File: src/rtl/odd_even_transposition_sorter_defines.svh
// ----------------------------------------------------------------------------
// Odd-even transposition sorter assertion macros
// Shared concurrent-assertion shorthands for the sorter RTL.
// ----------------------------------------------------------------------------
`ifndef ODD_EVEN_TRANSPOSITION_SORTER_DEFINES_SVH
`define ODD_EVEN_TRANSPOSITION_SORTER_DEFINES_SVH

// Same-cycle implication, disabled during reset.
`define OETS_ASSERT_SAME(lbl, clk, rst_n, ante, cons, msg) \
	lbl: assert property (@(posedge clk) disable iff (!rst_n) (ante) |-> (cons)) \
		else $error(msg);

// Next-cycle implication, disabled during reset.
`define OETS_ASSERT_NEXT(lbl, clk, rst_n, ante, cons, msg) \
	lbl: assert property (@(posedge clk) disable iff (!rst_n) (ante) |=> (cons)) \
		else $error(msg);

`endif

File: src/rtl/oets_pkg.sv
// ----------------------------------------------------------------------------
// Odd-even transposition sorter package
// Sizes, element type, controller states and the command struct.
// ----------------------------------------------------------------------------
package oets_pkg;

	localparam int MAX_ITEMS = 32;
	localparam int DATA_W    = 32;
	localparam int IDX_W     = $clog2(MAX_ITEMS);
	localparam int CNT_W     = $clog2(MAX_ITEMS + 1);

	typedef logic signed [DATA_W-1:0] elem_t;
	typedef logic [CNT_W-1:0]         cnt_t;

	typedef enum logic [2:0] {
		ST_LOAD = 3'b001,
		ST_SORT = 3'b010,
		ST_EMIT = 3'b100
	} state_t;

	// Commands from the controller to the datapath.
	typedef struct packed {
		logic load;     // store the incoming value or mark a drop
		logic sort;     // run one compare-exchange phase
		logic sort_odd; // odd phase: pairs (1,2),(3,4),...
		logic shift;    // move the store down one slot after an output beat
		logic clear;    // empty the set
	} cmd_t;

endpackage

File: src/rtl/oets_datapath.sv
// ----------------------------------------------------------------------------
// Odd-even transposition sorter datapath
// Element registers, compare-exchange cells, fill count and drop flag.
// ----------------------------------------------------------------------------
module oets_datapath (
	input  logic          clk,
	input  logic          arst_n,
	input  oets_pkg::cmd_t cmd,
	input  oets_pkg::elem_t value,
	output oets_pkg::cnt_t count,
	output oets_pkg::elem_t head,
	output logic          dropped
);
	import oets_pkg::*;

	elem_t store_q [MAX_ITEMS];
	cnt_t  count_q;
	logic  drop_q;
	logic  room;

	assign room    = (count_q < cnt_t'(MAX_ITEMS));
	assign count   = count_q;
	assign head    = store_q[0];
	assign dropped = drop_q;

	// Element row: no reset, entries past the count are never used.
	always_ff @(posedge clk) begin
		if (cmd.load && room) begin
			store_q[count_q[IDX_W-1:0]] <= value;
		end else if (cmd.sort) begin
			for (int k = 0; k < MAX_ITEMS - 1; k++) begin
				if ((k[0] == cmd.sort_odd) && (cnt_t'(k + 1) < count_q) &&
				    (store_q[k] > store_q[k + 1])) begin
					store_q[k]     <= store_q[k + 1];
					store_q[k + 1] <= store_q[k];
				end
			end
		end else if (cmd.shift) begin
			for (int k = 0; k < MAX_ITEMS - 1; k++) begin
				store_q[k] <= store_q[k + 1];
			end
		end
	end

	always_ff @(posedge clk or negedge arst_n) begin
		if (!arst_n) begin
			count_q <= '0;
			drop_q  <= 1'b0;
		end else if (cmd.clear) begin
			count_q <= '0;
			drop_q  <= 1'b0;
		end else if (cmd.load) begin
			if (room) begin
				count_q <= count_q + cnt_t'(1);
			end else begin
				drop_q <= 1'b1;
			end
		end
	end

endmodule

File: src/rtl/oets_ctrl.sv
// ----------------------------------------------------------------------------
// Odd-even transposition sorter controller
// Load / sort / emit sequencer with a shared phase and beat counter.
// ----------------------------------------------------------------------------
module oets_ctrl (
	input  logic           clk,
	input  logic           arst_n,
	input  logic           in_valid,
	input  logic           in_last,
	input  logic           out_ready,
	input  oets_pkg::cnt_t count,
	output logic           in_ready,
	output logic           out_valid,
	output logic           out_last,
	output oets_pkg::cmd_t cmd
);
	import oets_pkg::*;

	state_t state_q;
	cnt_t   step_q;
	logic   step_last;
	logic   in_beat;
	logic   out_beat;

	assign step_last = (step_q == cnt_t'(count - cnt_t'(1)));
	assign in_ready  = (state_q == ST_LOAD);
	assign out_valid = (state_q == ST_EMIT);
	assign out_last  = out_valid && step_last;
	assign in_beat   = in_valid && in_ready;
	assign out_beat  = out_valid && out_ready;

	always_comb begin
		cmd          = '0;
		cmd.load     = in_beat;
		cmd.sort     = (state_q == ST_SORT);
		cmd.sort_odd = step_q[0];
		cmd.shift    = out_beat;
		cmd.clear    = out_beat && step_last;
	end

	always_ff @(posedge clk or negedge arst_n) begin
		if (!arst_n) begin
			state_q <= ST_LOAD;
			step_q  <= '0;
		end else begin
			case (state_q)
				ST_LOAD: begin
					step_q <= '0;
					if (in_beat && in_last) begin
						state_q <= ST_SORT;
					end
				end
				ST_SORT: begin
					if (step_last) begin
						step_q  <= '0;
						state_q <= ST_EMIT;
					end else begin
						step_q <= step_q + cnt_t'(1);
					end
				end
				ST_EMIT: begin
					if (out_beat) begin
						if (step_last) begin
							step_q  <= '0;
							state_q <= ST_LOAD;
						end else begin
							step_q <= step_q + cnt_t'(1);
						end
					end
				end
				default: begin
					state_q <= ST_LOAD;
					step_q  <= '0;
				end
			endcase
		end
	end

endmodule

File: src/rtl/odd_even_transposition_sorter.sv
// ----------------------------------------------------------------------------
// Odd-even transposition sorter
// Collects up to MAX_ITEMS signed values, sorts them ascending with
// odd-even transposition phases and streams them back out.
// ----------------------------------------------------------------------------
//
//  Channel   Dir  tdata              tlast        tuser
//  s_axis    in   value[31:0]        end_of_set   -
//  m_axis    out  sorted_value[31:0] final_flag   overflowed
//
// Flow: a set of N kept values is loaded one value per beat (one per cycle
// while s_tvalid is high), then sorted with one compare-exchange phase per
// cycle in the datapath's cell row, then sent out as N output beats at one
// per cycle when m_tready stays high.
// Reset: arst_n clears the controller to loading and empties the count and
// drop flag; element registers are not reset.
// Stalls: s_tready is low during sort and output; a low m_tready holds the
// current output beat and the element row.
// Values beyond MAX_ITEMS are dropped; every output beat of that set then
// carries tuser high.
//
module odd_even_transposition_sorter (
	input  logic        clk,
	input  logic        arst_n,
	input  logic        s_tvalid,
	output logic        s_tready,
	input  logic [31:0] s_tdata,   // [31:0] value
	input  logic        s_tlast,
	output logic        m_tvalid,
	input  logic        m_tready,
	output logic [31:0] m_tdata,   // [31:0] sorted_value
	output logic        m_tlast,
	output logic        m_tuser    // [0] overflowed
);
	import oets_pkg::*;

`include "odd_even_transposition_sorter_defines.svh"

	cmd_t  cmd;
	cnt_t  count;
	elem_t head;
	logic  dropped;

	// Sequencer: decides when to load, run a phase, or advance the output.
	oets_ctrl u_ctrl (
		.clk       (clk),
		.arst_n    (arst_n),
		.in_valid  (s_tvalid),
		.in_last   (s_tlast),
		.out_ready (m_tready),
		.count     (count),
		.in_ready  (s_tready),
		.out_valid (m_tvalid),
		.out_last  (m_tlast),
		.cmd       (cmd)
	);

	// Element row with compare-exchange cells; slot 0 feeds the output.
	oets_datapath u_datapath (
		.clk     (clk),
		.arst_n  (arst_n),
		.cmd     (cmd),
		.value   (elem_t'(s_tdata)),
		.count   (count),
		.head    (head),
		.dropped (dropped)
	);

	assign m_tdata = 32'(head);
	assign m_tuser = dropped;

	// Input and output never open together.
	`OETS_ASSERT_SAME(a_no_overlap, clk, arst_n, m_tvalid, !s_tready, "load and emit overlap")

	// The final output beat hands the block back to loading.
	`OETS_ASSERT_NEXT(a_back_to_load, clk, arst_n, m_tvalid && m_tready && m_tlast,
		s_tready && !m_tvalid, "no return to load after final beat")

	// A set always gets at least one sort phase before any output.
	`OETS_ASSERT_NEXT(a_sort_first, clk, arst_n, s_tvalid && s_tready && s_tlast,
		!s_tready && !m_tvalid, "output or load right after end of set")

endmodule
File: config.mk
export PLATFORM = sky130hd
export DESIGN_NAME = odd_even_transposition_sorter
export DESIGN_NICKNAME = d
export VERILOG_FILES = /design/src/rtl/oets_pkg.sv /design/src/rtl/oets_datapath.sv /design/src/rtl/oets_ctrl.sv /design/src/rtl/odd_even_transposition_sorter.sv
export VERILOG_INCLUDE_DIRS = /design/src /design/src/rtl
export SDC_FILE = /design/constraint.sdc
export NUM_CORES = 2
export LEC_CHECK = 0
export BUFFER_PORTS_ARGS = -buffer_cell sky130_fd_sc_hd__buf_4
export CAP_MARGIN = 20
export CORE_MARGIN = 4
export CORE_UTILIZATION = 40
export CTS_CLUSTER_SIZE = 24
export DETAILED_ROUTE_END_ITERATION = 12
export PLACE_DENSITY = 0.66
export SLEW_MARGIN = 15
export SYNTH_ARGS = -nofsm -noshare
export SYNTH_HDL_FRONTEND = slang
export SYNTH_HIERARCHICAL = 1
export SYNTH_SLANG_ARGS = --single-unit
File: constraint.sdc
create_clock -name clk -period 5.51 [get_ports clk]
set_input_delay 0.2755 -clock clk [delete_from_list [all_inputs] [get_ports clk]]
set_output_delay 0.2755 -clock clk [all_outputs]
set_load 0.03 [all_outputs]
==> summary.txt <==
sequential area share after synthesis: 40.9%
nets@finish: 8807
1st-pass router iterations: 7
Placeable Area: 189000 um2
maximum number of pins on one net before global-route repair: 65
post-route cell area: 84200 um2
H-tree levels: 3
Synth area leaders: edfxtp_1 40%, ha_1 16%, inv_1 5.3%
#FFs+latches synth: 1040
first-pass GRT wire length: 414 mm
sw frac: 32.0%
Gate Count Post-Synth: 7857
global route total overflow: 0
row count: 159
final WL: 279 mm
worst hold start: s_tdata[18]
routability congestion estimate: 0.954
Post-synth EDFFs: 1024
internal power: 16200 uW
Distinct cells, synth: 97
Leak: 0.0351 uW
initial antenna violation count: 12
worst r2r src: u_datapath/count[1]
share of cells above drive strength 1: 7.52%
post-detail-place hpwl: 210 mm
# setup viols final: 0
port buffer count: 72
post-layout min period: 4630 ps
power per cell area: 283 nW/um2
worst skew pair latency: 780 ps
maximum clock rate: 216 MHz
# clock sinks: 1040
Req. time, crit path: 6110 ps
Post-synth ARST share: 1.54%
Post-synth top cells: 1066 x inv_1, 1024 x edfxtp_1, 998 x ha_1, 658 x a21oi_1, 507 x nand2_1
VDD IR max: 0.000275 V
Synth top area share: 40.4%
Critical Path Fanout Max: 64
Synth Area per Inst: 9.69 um2
post-CTS setup buffers: 0
DR WL/cell: 26.9 um
Initial Utilization: 40.4%
DRC viols: 0
cell area after synthesis: 76100 um2
most numerous cell in the Yosys netlist: inv_1
Crit. End Element: flip-flop
Slew headroom: 21.1%
CTS tree: done
sequential share of power: 43.2%
Num CTS Buffers: 121
Initial DRC Count: 7572
clock power share: 35.6%
crit start category: flip-flop
Least-Margin Pin Slew: 1180 ps
DP Area: 79800 um2
max cap viols: 0
Min-Delay Path Class: in2reg
top cell type by total area after synthesis: edfxtp_1
synth warn: 6
Crit Path Category: reg2reg
Max Root-Sink Buffers: 3
crit path launch: u_datapath/count[1]
Final Skew: 47.2 ps
die width: 444 um
number of routed nets with antenna violations: 0
root buffer cell: clkbuf_16
gr usage total: 27.3%
die area: 197000 um2
Comb pwr share: 21.2%
vias in the first global route: 64300
endpoints failing hold: 0
die extent in y: 444 um
Setup WS post-layout: 877 ps
syn nets: 8892
period utilization: 84.1%
Worst-path clk slew: 60 ps
status: finished clean
I/O Pins: 73
routed vias: 65900
Area growth syn-to-layout: 10.6%
Sw Pwr: 7630 uW
Avg Vias per Cell: 6.35
Synth Flop Type: edfxtp_1
pre-CTS setup slack: 1000 ps
Worst Path Arrival: 5230 ps
max-slew violation count: 0
RSZ-0062 raised after global routing: no
hold slack: 56.7 ps
Setup TNS Final: 0 ps
Final Util: 44.6%
-- cell families after synthesis --
kind of cell / share of synthesized area (%)
AO/OA/AOI/OAI: 22.0
XOR/XNOR: 0.0920
adder cells (fa/ha/maj): 16.4
buffers and inverters: 7.91
flip-flops: 40.9
multiplexers: 2.36
AND/OR/NAND/NOR: 10.3
-- sequential cells by signal, summed over array words and instances, names as in the netlist --
signal and cells:
u_ctrl/step_q 6, u_ctrl/state_q 3, u_datapath/dropped 1, u_datapath/store_q 1024, u_datapath/count 6
-- power by group through the flow --
stage | Combinational, uW | Clock, uW | Sequential, uW
2_1_floorplan | 3190 | 0 | 10200
3_3_place_gp | 4640 | 0 | 10400
3_5_place_dp | 4870 | 0 | 10400
4_1_cts | 4910 | 8610 | 10300
5_1_grt | 5530 | 8930 | 10300
6_report | 5050 | 8500 | 10300
-- placed cells by master (no fill, tap or decap), drive strengths merged, types with 12 or more instances in the layout --
cell type	synthesis	layout
a22oi	167	167
nand2	508	508
and3	17	17
and4	36	36
a21oi	660	660
o22a	50	50
dfrtp	15	15
nand2b	13	13
nor2	364	364
o31ai	39	39
and2	53	53
nor3	167	167
clkinv	4	64
nand3	104	104
nor2b	40	40
or2	14	14
edfxtp	1024	1024
nand4	193	193
a31oi	88	88
a221o	342	342
o21a	17	17
bufinv	0	17
ha	998	998
buf	151	267
mux2i	174	174
or4	12	12
a21o	66	66
or3	19	19
a221oi	56	56
o21ai	447	447
nor4	45	45
inv	1066	1069
a211oi	43	43
o211ai	62	62
clkbuf	333	140
a2bb2oi	65	65
o221ai	25	25
o22ai	235	235
a21boi	19	19
-- worst max-delay path, cell delays in order, from the launching register on --
cell and delay (ps):
dfrtp_1 770, ha_1 620, o21ai_0 150, a211oi_1 600
a21boi_1 310, nand2b_1 70, or3_1 740, nand3_2 240
buf_4 560, nor2_1 80, a221oi_1 270
-- final cells by class --
class	instances	area, um2
Multi-Input combinational cell	5263	39500
Tap cell	2495	3120
Inverter	1070	4020
Clock buffer	140	3150
Sequential cell	1040	31200
Clock inverter	87	932
Antenna cell	5	12.5
Timing Repair Buffer	276	2320
Fill cell	17800	104000
-- timing repair --
action / CTS / global route
gates resized for setup: 0 / 0
hold buffers: 9 / 0
endpoints found under the hold margin: 23 / 0
-- metal layers --
metal	up-vias	wire, um	global-route usage [%]
li1	29500	-	-
met1	32200	107000	33.9
met2	3357	127000	43.9
met3	793	25700	5.21
met4	2	19600	16.8
met5	-	12	0
-- path summary, 6_finish.rpt --
kind	cells after the start	slack, ps	to
max reg2reg	10	880	u_datapath/store_q[9][0]
min in group asynchronous	3	540	u_ctrl/step_q[2]
min	2	60	u_datapath/store_q[20][18]
max	10	880	u_datapath/store_q[9][0]
min reg2reg	2	570	u_ctrl/step_q[5]
max in group asynchronous	4	3750	u_ctrl/state_q[2]
-- per-stage QoR --
stage                     total power, uW  cells
after global routing                24800  10400
after global placement              15100  10100
after detailed placement            15300  10100
final                               23900  10400
after CTS                           23800  10400
after floorplan                     13400   7857
Power figures use the tool's default switching activity.
